==> config.mk <==
export PLATFORM = sky130hd
export DESIGN_NAME = sha_queue
export DESIGN_NICKNAME = d
export VERILOG_FILES = /design/src/hdl/sha_pkg.sv /design/src/hdl/sha_queue.sv
export SDC_FILE = /design/constraint.sdc
export NUM_CORES = 1
export LEC_CHECK = 0
export BUFFER_PORTS_ARGS = -buffer_cell sky130_fd_sc_hd__buf_2
export CORE_ASPECT_RATIO = 0.7
export CORE_UTILIZATION = 35
export DETAILED_ROUTE_END_ITERATION = 10
export GPL_TIMING_DRIVEN = 0
export HOLD_SLACK_MARGIN = 0.1
export SLEW_MARGIN = 30
export SYNTH_ARGS = -nofsm -noshare
export SYNTH_HDL_FRONTEND = slang
export SYNTH_SLANG_ARGS = --single-unit
==> constraint.sdc <==
create_clock -name clk -period 3.8 [get_ports clk]
set_input_delay 0.38 -clock clk [delete_from_list [all_inputs] [get_ports clk]]
set_output_delay 0.38 -clock clk [all_outputs]
set_load 0.1 [all_outputs]
==> src/hdl/sha_pkg.sv <==
// ============================================================================
// sha_pkg: shared types and constants for the SHA-256 stream hasher
// Holds the initial hash values, round constants and the queue entry type.
// ============================================================================
package sha_pkg;

    typedef logic [31:0] word_t;

    typedef struct packed {
        logic [7:0] data_byte;
        logic       byte_present;
        logic       end_of_message;
    } item_t;

    localparam int QueueDepth = 4;
    localparam int QueueAw    = 2;

    function automatic word_t init_word(input logic [2:0] idx);
        word_t r;
        case (idx)
            3'd0: r = 32'h6a09e667;
            3'd1: r = 32'hbb67ae85;
            3'd2: r = 32'h3c6ef372;
            3'd3: r = 32'ha54ff53a;
            3'd4: r = 32'h510e527f;
            3'd5: r = 32'h9b05688c;
            3'd6: r = 32'h1f83d9ab;
            default: r = 32'h5be0cd19;
        endcase
        return r;
    endfunction

    localparam word_t RoundK [64] = '{
        32'h428a2f98,32'h71374491,32'hb5c0fbcf,32'he9b5dba5,32'h3956c25b,32'h59f111f1,
        32'h923f82a4,32'hab1c5ed5,32'hd807aa98,32'h12835b01,32'h243185be,32'h550c7dc3,
        32'h72be5d74,32'h80deb1fe,32'h9bdc06a7,32'hc19bf174,32'he49b69c1,32'hefbe4786,
        32'h0fc19dc6,32'h240ca1cc,32'h2de92c6f,32'h4a7484aa,32'h5cb0a9dc,32'h76f988da,
        32'h983e5152,32'ha831c66d,32'hb00327c8,32'hbf597fc7,32'hc6e00bf3,32'hd5a79147,
        32'h06ca6351,32'h14292967,32'h27b70a85,32'h2e1b2138,32'h4d2c6dfc,32'h53380d13,
        32'h650a7354,32'h766a0abb,32'h81c2c92e,32'h92722c85,32'ha2bfe8a1,32'ha81a664b,
        32'hc24b8b70,32'hc76c51a3,32'hd192e819,32'hd6990624,32'hf40e3585,32'h106aa070,
        32'h19a4c116,32'h1e376c08,32'h2748774c,32'h34b0bcb5,32'h391c0cb3,32'h4ed8aa4a,
        32'h5b9cca4f,32'h682e6ff3,32'h748f82ee,32'h78a5636f,32'h84c87814,32'h8cc70208,
        32'h90befffa,32'ha4506ceb,32'hbef9a3f7,32'hc67178f2
    };

    function automatic word_t rotr(input word_t x, input int n);
        return (x >> n) | (x << (32 - n));
    endfunction

endpackage

==> src/hdl/sha_queue.sv <==
// ============================================================================
// sha_queue: input item queue
// Small FIFO that decouples the accepting front from the hashing engine.
// ============================================================================
module sha_queue (
    input  logic           clk,
    input  logic           rst_n,
    input  logic           push,
    input  sha_pkg::item_t push_item,
    output logic           full,
    input  logic           pop,
    output sha_pkg::item_t pop_item,
    output logic           empty
);
    sha_pkg::item_t                 mem_reg [sha_pkg::QueueDepth];
    logic [sha_pkg::QueueAw-1:0]    wr_reg, rd_reg;
    logic [sha_pkg::QueueAw:0]      cnt_reg;

    assign full     = (cnt_reg == (sha_pkg::QueueAw+1)'(sha_pkg::QueueDepth));
    assign empty    = (cnt_reg == '0);
    assign pop_item = mem_reg[rd_reg];

    always_ff @(posedge clk)
    begin
        if (push)
        begin
            mem_reg[wr_reg] <= push_item;
        end
    end

    always_ff @(posedge clk or negedge rst_n)
    begin
        if (!rst_n)
        begin
            wr_reg  <= '0;
            rd_reg  <= '0;
            cnt_reg <= '0;
        end
        else
        begin
            if (push) wr_reg <= wr_reg + 1'b1;
            if (pop)  rd_reg <= rd_reg + 1'b1;
            cnt_reg <= cnt_reg + (sha_pkg::QueueAw+1)'(push) - (sha_pkg::QueueAw+1)'(pop);
        end
    end
endmodule

======== After elaboration in Yosys (flattened, before gate mapping) ========
Memories as Yosys holds them, arrays and structs flattened.
Index checks and enable logic that the tools add are counted.
word-level totals
  register bits ........................... 7
  bits in read-only memories .............. 0
  output and inout bits ................... 12
  bits in latches ......................... 0
  input port bits ......................... 14
  RAM bits ................................ 40
  memories ................................ 1
  logic and storage cells ................. 12
cells by class
  eq/ne operators ......................... 1
  mux-type cells .......................... 2
  $lt $le $gt $ge ......................... 0
  reductions and logical operators ........ 1
  div/mod/pow operators ................... 0
  bitwise logic cells ..................... 0
  multipliers ............................. 0
  add/subtract/negate cells ............... 4
  shifts and indexed selects .............. 0
memories
  memory   depth  width  read ports  clocked after Yosys merged registers in  write ports  line             RTL
  mem_reg  4      10     1           0                                        1            sha_queue.sv:15  sha_pkg::item_t mem_reg [sha_pkg::QueueDepth];
operators by type and width
  kind                                         number
  adder 2 x 1 -> 2 bit, second input constant  2
  adder 3 x 1 -> 3 bit                         1
  equality test 3 bit, second input constant   1
  zero test 3 bit                              1
  subtractor 3 x 1 -> 3 bit                    1
  two-way mux 1 bit                            2

======== Longest topological paths before layout ========
Gate-level depths: netlist of the first run.
  depth after elaboration ................. 2
  depth in mapped cells ................... 7
  depth with buffers taken out ............ 7

======== Least setup slack after synthesis of the first run ========
OpenSTA, ideal clock, no wires.
  kind .................................... reg-to-output
  from .................................... reg cnt_reg[2] (netlist bit)
  to ...................................... out empty
  required time ........................... 3420 ps
  data arrival time ....................... 2454 ps
  buffers on the path ..................... 0
  cell stages (with the launch flop) ...... 2
  path slack .............................. 966 ps
  path through ............................ dfrtp_1 > nor3_1
on the way
  longest elaborated chain between the ends .. 1
ends and longest elaborated chain
  what                    line             RTL
  start, declared         sha_queue.sv:17  logic [sha_pkg::QueueAw:0] cnt_reg;
  start signal, assigned  sha_queue.sv:43  cnt_reg <= cnt_reg + (sha_pkg::QueueAw+1)'(push) - (sha_pkg::QueueAw+1)'(pop);
  zero test 3 bit         sha_queue.sv:20  assign empty = (cnt_reg == '0);
  end, declared           sha_queue.sv:13  output logic empty
Every way passes these cells.

==> metrics, run 1 <==
status completed; TritonCTS Sinks 47; r2r endpoint cnt_reg[2]$_DFF_PN0_; CP arrival 1780 ps; Routed WL 3.051 mm; Die Area 5543 um^2; syn_area_per_cell 21.34 um^2; clock buffer count from CTS 5; Via density 4.624; Hold Crit Start push_item[4]; CTS tree yes; max FFs per register 40; clock buffer depth 2; Crit Path Category flip-flop to primary output; Crit. End Element primary output; Buf/Inv on CP 2; final hold vios 0; # H-tree levels 2; most common cell after layout, fill and taps aside edfxtp_1; post-synthesis instance area 1836 um^2; worst clock skew 6.240 ps; Die H 62.59 um; layout cells sized above 1 35.83%; vias in the first global route 907; Synth Net Count 107; Max Cap Viol 0; Final Setup Violations 0; Syn Inst Count 86; Netlist cell types 16; vias after detailed routing 874; Final #Nets 140; most frequent cells in the layout edfxtp_1 (40), buf_2 (26), mux4_2 (8), dfrtp_1 (7); Startpoint Class flip-flop; area grow syn2layout 19.50%; sequential share of the synthesized area roughly three quarters; worst flop-to-flop path startpoint cnt_reg[0]$_DFF_PN0_; Hold WC Path Type input port to flip-flop; HPWL Detailed 2.101 mm; grt ovf 0; minimum clock period 2158 ps; # resized after CTS 0; setup tns final 0 ps; CP max stage delay 530 ps; diodes inserted 0; fmax approximately 460 MHz; WL/cell approximately 16 um; placed cell count 180; Crit path max-delay family multiplexers; gr usage total 12.27%; Reg2Reg Depth 7; largest net degree at the start of global routing 16; R2R setup slack about 2100 ps; row cnt 21; DRC violations left 0; clock root buffer clkbuf_8; Fill cells 444; final core occ 44.64%; Setup Buffers After CTS 0; Crit-path slowest cell mux4_2; Starting Density 37.36%; Synth Warn # 0; Finished Layout Cells 189; Final ANT Viol Nets 0; worst slew pin tran 580.3 ps; CTS hold repair buffers 1; final slew viol count 0; drt first-iter violations 85; Core Area 4913 um^2; first-pass GRT wire length 4.643 mm; num ports 26; CP Max Fanout 10; Hold WS 293.3 ps; Clock Latency Late Sink just under 300 ps; Buffers on Ports 25; post-route clock period utilization 56.80%; Cells on Worst Hold Path 1; required time of the worst setup path around 3400 ps; Worst Hold End mem_reg[3][4]$_DFFE_PP_; Clk pin slew, worst setup/hold paths roughly 90 ps; slew margin rel. 61.31%; post-synthesis sequential element count 47; initial antenna violation count 0; die width 88.56 um; CP Cell Sequence buf_6 -> mux4_2 -> buf_2; GP Congestion 0.7034; RSZ-0062 raised after global routing false; drt pass-1 iters 4
worst max-delay path by stage:
stage	startpoint	end	cells after the start
after global routing	rd_reg[0]$_DFFE_PN0P_	pop_item[4]	3
final	rd_reg[0]$_DFFE_PN0P_	pop_item[4]	3
after detailed placement	rd_reg[0]$_DFFE_PN0P_	pop_item[2]	3
after CTS	rd_reg[0]$_DFFE_PN0P_	pop_item[4]	3
after floorplan	cnt_reg[2]$_DFF_PN0_	empty	1
after global placement	rd_reg[0]$_DFFE_PN0P_	pop_item[2]	3
metal layers:
layer / GRT usage, % / part of all wire, %
met4: 3.024 / 0.85
met1: 15.33 / 43
met3: 4.491 / 4.9
met2: 20.19 / 51
met5: 0 / 0
kinds of logic after synthesis:
group	after synthesis	synth area share (%)
mux	10	12.68
compound gates	1	0.2724
buf+inv	8	2.113
fa+ha+maj	7	5.181
xor+xnor	5	2.386
flops	47	74.98
simple gates	8	2.386
worst reg2reg max path, delay by kind of cell (launching register included):
| kind | cells | cell delay, ps |
|---|---|---|
| flip-flops | 1 | 350 |
| XOR/XNOR | 2 | 320 |
| buffers and inverters | 2 | 100 |
| adder cells (fa/ha/maj) | 3 | 830 |
cells in the mapped netlist (all sizes together):
cell type | instances | area (um^2)
inv | 6 | 22.52
edfxtp | 40 | 1201
and2 | 4 | 25.02
fa | 1 | 20.02
nand2 | 2 | 7.510
and3 | 1 | 6.260
ha | 6 | 75.07
xnor2 | 3 | 26.28
dfrtp | 7 | 175.2
mux4 | 10 | 232.7
buf | 2 | 16.26
o21ai | 1 | 5.000
xor2 | 2 | 17.52
nor3 | 1 | 5.000
cell type report:
cell class | instances | area (um^2) | area share (%)
plain buffers | 2 | 16.27 | 0.7416
clock buffers | 5 | 68.82 | 3.137
clock inverters | 3 | 67.56 | 3.080
inverters | 6 | 22.52 | 1.027
multi-input cells | 31 | 420.4 | 19.17
flip-flops and latches | 47 | 1376 | 62.75
well taps | 69 | 86.33 | 3.936
repair buffers | 26 | 135.1 | 6.161
through the flow:
stage / worst slack (ps) / area [um^2]
2_1_floorplan: 966.4 / 1836
3_3_place_gp: 1965 / 2047
3_5_place_dp: 1957 / 2047
4_1_cts: 1611 / 2193
5_1_grt: 1534 / 2193
6_report: 1642 / 2193
Power of run 1 is left out: the tool's default activity adds up to more than one toggle a clock period on the data nets, which glitch-free logic cannot reach.
==> inputs of run 2 (changes only) <==
==> constraint.sdc (replaced) <==
create_clock -name clk -period 1.75 [get_ports clk]
set_input_delay 0.175 -clock clk [delete_from_list [all_inputs] [get_ports clk]]
set_output_delay 0.175 -clock clk [all_outputs]
set_load 0.1 [all_outputs]
==> run 2 against run 1 <==
  * The run now ends with negative setup slack left
  * Clock skew about the same
  * Core utilization increased by 2.2 points
  * Largest cell class unchanged
  * Setup slack got worse by 1700 ps
  * Wire length decreased by 1.0%
  * Die area unchanged
  * First-iteration DRC count decreased by 54%
  * Sequential share of layout area decreased by 2.9 points
  * Cell count increased by 4.2%
  * Global-route usage increased by 0.17 points
  * Worst hold slack got worse by 190 ps
  * Highest routed layer unchanged
==> metrics, run 2 (synthesis results as in run 1) <==
Routed WL 3.019 mm (was 3.051 mm); Max Cap Viol 0 (unchanged); status finished with violations (was completed); most common cell after layout, fill and taps aside edfxtp_1 (unchanged); Hold WC Path Type input port to flip-flop (unchanged); max FFs per register 40 (unchanged); worst slew pin tran 571.2 ps (was 580.3 ps); CTS tree yes (unchanged); required time of the worst setup path 1570 ps (was 3420 ps); Final #Nets 148 (was 140); clock buffer count from CTS 5 (unchanged); Die Area 5543 um^2 (unchanged); slew margin rel. 61.92% (was 61.31%); CP arrival 1600 ps (was 1780 ps); most frequent cells in the layout edfxtp_1 (40), buf_2 (15), buf_6 (10), mux4_2 (8), dlygate4sd3_1 (7) (was edfxtp_1 (40), buf_2 (26), mux4_2 (8), dfrtp_1 (7)); final slew viol count 0 (unchanged); TritonCTS Sinks 47 (unchanged); largest net degree at the start of global routing 14 (was 16); layout cells sized above 1 35.16% (was 35.83%); HPWL Detailed 2.013 mm (was 2.101 mm); die width 88.56 um (unchanged); Crit. End Element primary output (unchanged); Crit Path Category flip-flop to primary output (unchanged); vias in the first global route 961 (was 907); WL/cell 15.32 um (was 16.14 um); Buffers on Ports 25 (unchanged); DRC violations left 0 (unchanged); RSZ-0062 raised after global routing true (was false); initial antenna violation count 0 (unchanged); Fill cells 438 (was 444); failing checks negative setup slack; drt first-iter violations 39 (was 85); area grow syn2layout 25.36% (was 19.50%); Starting Density 37.36% (unchanged); Clock Latency Late Sink 290 ps (about the same); first-pass GRT wire length 4.802 mm (was 4.643 mm); Final ANT Viol Nets 0 (unchanged); worst clock skew 5.787 ps (was 6.240 ps); Post-DP Area 2058 um^2 (was 2047 um^2); drt pass-1 iters 4 (unchanged); minimum clock period 1780 ps; gr usage total 12.43% (was 12.27%); Crit path max-delay family multiplexers (unchanged); Crit-path slowest cell mux4_2 (unchanged); clock buffer depth 2 (unchanged); Via density 4.497 (was 4.624); Core Area 4913 um^2 (unchanged); fmax 561.9 MHz; GP Congestion 0.7387 (was 0.7034); setup ws final -29.59 ps (was 1642 ps); CP max stage delay 530 ps (about the same); vias after detailed routing 886 (was 874); row cnt 21 (unchanged); CP Max Fanout 10 (unchanged); grt ovf 0 (unchanged); diodes inserted 0 (unchanged); num ports 26 (unchanged); Final Setup Violations 8 (was 0); post-route clock period utilization 101.7%; Buf/Inv on CP 2 (unchanged); Die H 62.59 um (unchanged); sequential cell area 1378 um^2 (was 1376 um^2); multi-input logic area 434.2 um^2 (was 420.4 um^2); Startpoint Class flip-flop (unchanged); clock root buffer clkbuf_8 (unchanged); Clk pin slew, worst setup/hold paths 80 ps (was 90 ps); CP Cell Sequence buf_12 -> mux4_2 -> buf_6 (was buf_6 -> mux4_2 -> buf_2); final instance area 2301 um^2 (was 2193 um^2); # H-tree levels 2 (unchanged); final hold vios 0 (unchanged)
==> run 2: cell count changes in the layout (fill, tap and decap cells not counted), moves of 2 or more <==
cell	delta
buf_2	-11
buf_6	+9
dlygate4sd3_1	+6
buf_4	+3
bufinv_16	-2
clkinv_1	+2
==> run 2: final timing paths <==
path / slack (ps) / cells after the start / startpoint / endpoint
max in group asynchronous: 1340 / 2 / rst_n / rd_reg[0]$_DFFE_PN0P_
worst min register to register: 550 / 1 / wr_reg[0]$_DFFE_PN0P_ / wr_reg[0]$_DFFE_PN0P_
worst min-delay path: 110 / 1 / push_item[3] / mem_reg[1][3]$_DFFE_PP_
min in group asynchronous: 240 / 2 / rst_n / cnt_reg[2]$_DFF_PN0_
worst max-delay path: -30 / 3 / rd_reg[0]$_DFFE_PN0P_ / pop_item[8]
worst max register to register: 90 / 7 / cnt_reg[0]$_DFF_PN0_ / cnt_reg[2]$_DFF_PN0_
==> run 2: timing repair <==
item	CTS	global route
endpoints found under the hold margin	27	4
pin swaps	1	1
hold buffers	6	1
setup endpoints to repair	11	11
resized for setup	22	3
buffers inserted	1	1
==> run 2: area by class of cell <==
class                   count  area share, %
multi-input cells          31          18.87
clock inverters             2         0.3263
inverters                   6         0.9788
flip-flops and latches     47          59.87
plain buffers               2          1.196
well taps                  69          3.752
clock buffers               6          3.154
repair buffers             34          11.85
==> run 2: routing by layer <==
| metal | track usage, % | wire length, um | vias up | part of all wire, % |
|---|---|---|---|---|
| met3 | 4.359 | 159 | 5 | 5.3 |
| met2 | 19.62 | 1504 | 25 | 50 |
| li1 | - | - | 410 | - |
| met4 | 4.839 | 30 | 0 | 0.99 |
| met1 | 15.65 | 1325 | 446 | 44 |
| met5 | 0 | 0 | - | 0 |
==> run 2: stage by stage <==
stage	setup WS, ps	TNS (ps)	hold slack [ps]	utilization (%)	instances
finish	-29.59	-111.0	105.2	46.83	197
global route	-81.09	-551.6	101.0	46.83	197
CTS	-45.64	-277.4	101.7	46.27	195
detailed placement	-19.55	-19.55	12.67	41.89	180
global placement	72.59	0	13.05	41.89	180
floorplan	114.0	0	-120.6	-	86
Power of run 2 is left out for the same reason.
==> inputs of run 3 (changes only) <==
--- a/config.mk
+++ b/config.mk
@@ -6,7 +6,6 @@
 export NUM_CORES = 1
 export LEC_CHECK = 0
 export BUFFER_PORTS_ARGS = -buffer_cell sky130_fd_sc_hd__buf_2
-export CORE_ASPECT_RATIO = 0.7
 export CORE_UTILIZATION = 35
 export DETAILED_ROUTE_END_ITERATION = 10
 export GPL_TIMING_DRIVEN = 0
==> constraint.sdc (replaced) <==
create_clock -name clk -period 1.4 [get_ports clk]
set_input_delay 0.14 -clock clk [delete_from_list [all_inputs] [get_ports clk]]
set_output_delay 0.14 -clock clk [all_outputs]
set_load 0.1 [all_outputs]
==> run 3 against run 2 <==
  * The flow still finishes with violations (negative setup slack)
  * Global-route usage grew 0.98 points
  * Via count grew 4.0%
  * Cell count grew 3.0%
  * Non-clock buffer count grew 8
  * Register-to-register slack lost 310 ps
  * Sequential cell count is the same
  * Clock-buffer cell count grew 2
  * Critical path type unchanged
  * Die area is essentially flat
  * Largest cell class unchanged
  * Clock skew grew 1.1 ps
==> metrics, run 3 (synthesis results as in run 1) <==
first-pass GRT wire length 5.030 mm (was 4.802 mm); Core Area 4880 um^2 (was 4913 um^2); diodes inserted 0 (unchanged); failing checks negative setup slack (unchanged); Crit. End Element primary output (unchanged); worst slew pin tran 293.7 ps (was 571.2 ps); vias in the first global route 1023 (was 961); slew margin rel. 80.42% (was 61.92%); clock buffer count from CTS 5 (unchanged); max FFs per register 40 (unchanged); die width 74.42 um (was 88.56 um); worst clock skew 6.854 ps (was 5.787 ps); drt first-iter violations 11 (was 39); layout cells sized above 1 45.59% (was 35.16%); clock buffer depth 2 (unchanged); CTS tree yes (unchanged); Starting Density 37.62% (was 37.36%); gr usage total 13.42% (was 12.43%); HPWL Detailed 1.985 mm (was 2.013 mm); # H-tree levels 2 (unchanged); minimum clock period 1711 ps; row cnt 25 (was 21); Max Cap Viol 0 (unchanged); CP Max Fanout 9 (was 10); Hold WC Path Type input port to flip-flop (unchanged); Die Area 5538 um^2 (was 5543 um^2); Clk pin slew, worst setup/hold paths 80 ps (about the same); Post-DP Area 2052 um^2 (was 2058 um^2); final instance area 2455 um^2 (was 2301 um^2); grt ovf 0 (unchanged); Crit Path Category flip-flop to primary output (unchanged); status finished with violations (unchanged); fmax ~580 MHz; GP Congestion 0.6696 (was 0.7387); WL/cell 15.45 um (was 15.32 um); CP arrival 1570 ps (was 1600 ps); TritonCTS Sinks 47 (unchanged); area grow syn2layout 33.74% (was 25.36%); RSZ-0062 raised after global routing true (unchanged); largest net degree at the start of global routing 15 (was 14); Finished Layout Cells 203 (was 197); Via density 4.537 (was 4.497); Critical Path Start rd_reg[0]$_DFFE_PN0P_ (unchanged); num ports 26 (unchanged); Final #Nets 156 (was 148); required time of the worst setup path 1260 ps (was 1570 ps); Place WS -301.6 ps (was -19.55 ps); Fill cells 431 (was 438); vias after detailed routing 921 (was 886); Buffers on Ports 25 (unchanged); Routed WL 3.136 mm (was 3.019 mm); Startpoint Class flip-flop (unchanged); Final Setup Violations 12 (was 8); Hold Crit Start push (was push_item[3]); Final ANT Viol Nets 0 (unchanged); post-route clock period utilization 122.2%; initial antenna violation count 0 (unchanged); worst flop-to-flop path startpoint cnt_reg[0]$_DFF_PN0_ (unchanged); most frequent cells in the layout edfxtp_1 (40), buf_2 (13), dlygate4sd3_1 (12), mux4_2 (10), buf_6 (10) (was edfxtp_1 (40), buf_2 (15), buf_6 (10), mux4_2 (8), dlygate4sd3_1 (7)); final hold vios 0 (unchanged); most common cell after layout, fill and taps aside edfxtp_1 (unchanged); Die H 74.42 um (was 62.59 um); final slew viol count 0 (unchanged); setup ws final -310.8 ps (was -29.59 ps); drt pass-1 iters 2 (was 4); clock root buffer clkbuf_8 (unchanged); placed cell count 178 (was 180); setup tns final -3208 ps (was -111.0 ps); DRC violations left 0 (unchanged); Clock Latency Late Sink 290 ps (about the same)
## run 3: cell count changes in the layout (fill, tap and decap cells not counted), sizes merged
cell         delta
clkinv          -2
buf             +3
dlygate4sd3     +5
clkbuf          +2
## run 3: path summary, 6_finish.rpt
kind / end / slack (ps) / cells after the start
setup / recovery: pop_item[2] / -310 / 3
hold / removal: wr_reg[0]$_DFFE_PN0P_ / 150 / 2
setup reg to reg: cnt_reg[2]$_DFF_PN0_ / -220 / 7
hold reg to reg: wr_reg[0]$_DFFE_PN0P_ / 550 / 1
max in group asynchronous: rd_reg[0]$_DFFE_PN0P_ / 1020 / 2
min in group asynchronous: cnt_reg[2]$_DFF_PN0_ / 200 / 2
## run 3: metal layers
| metal | wire length (um) | GRT usage (%) |
|---|---|---|
| met3 | 123 | 4.201 |
| met4 | 55 | 6.289 |
| met2 | 1687 | 23.72 |
| met5 | 0 | 0 |
| met1 | 1270 | 14.63 |
## run 3: area by class of cell
type / count / area (um^2) / share of cell area [%]
buffer: 2 / 27.53 / 1.121
clock buffer: 8 / 101.3 / 4.128
inverter: 6 / 22.52 / 0.9174
multi-input combinational: 31 / 466.7 / 19.01
sequential: 47 / 1378 / 56.12
tap: 67 / 83.83 / 3.415
timing repair buffer: 42 / 375.4 / 15.29
## run 3: repair_timing
action | CTS | global route
buffers inserted | 4 | 1
cloned | 0 | 0
setup endpoints to repair | 54 | 23
endpoints found under the hold margin | 48 | 0
hold buffers | 12 | 0
resized for setup | 38 | 6
pin swaps | 0 | 4
## run 3: metrics by stage
stage	hold slack (ps)	utilization (%)
6_report	154.0	50.31
5_1_grt	166.5	50.31
4_1_cts	114.4	49.51
3_5_place_dp	-8.097	42.05
3_3_place_gp	-14.50	42.05
2_1_floorplan	-155.6	-
## run 3: critical path, cell delays in order (launching register included)
cell and delay [ps]:
dfrtp_2 410, buf_12 150, mux4_2 510, buf_6 200
Power of run 3 is left out for the same reason.
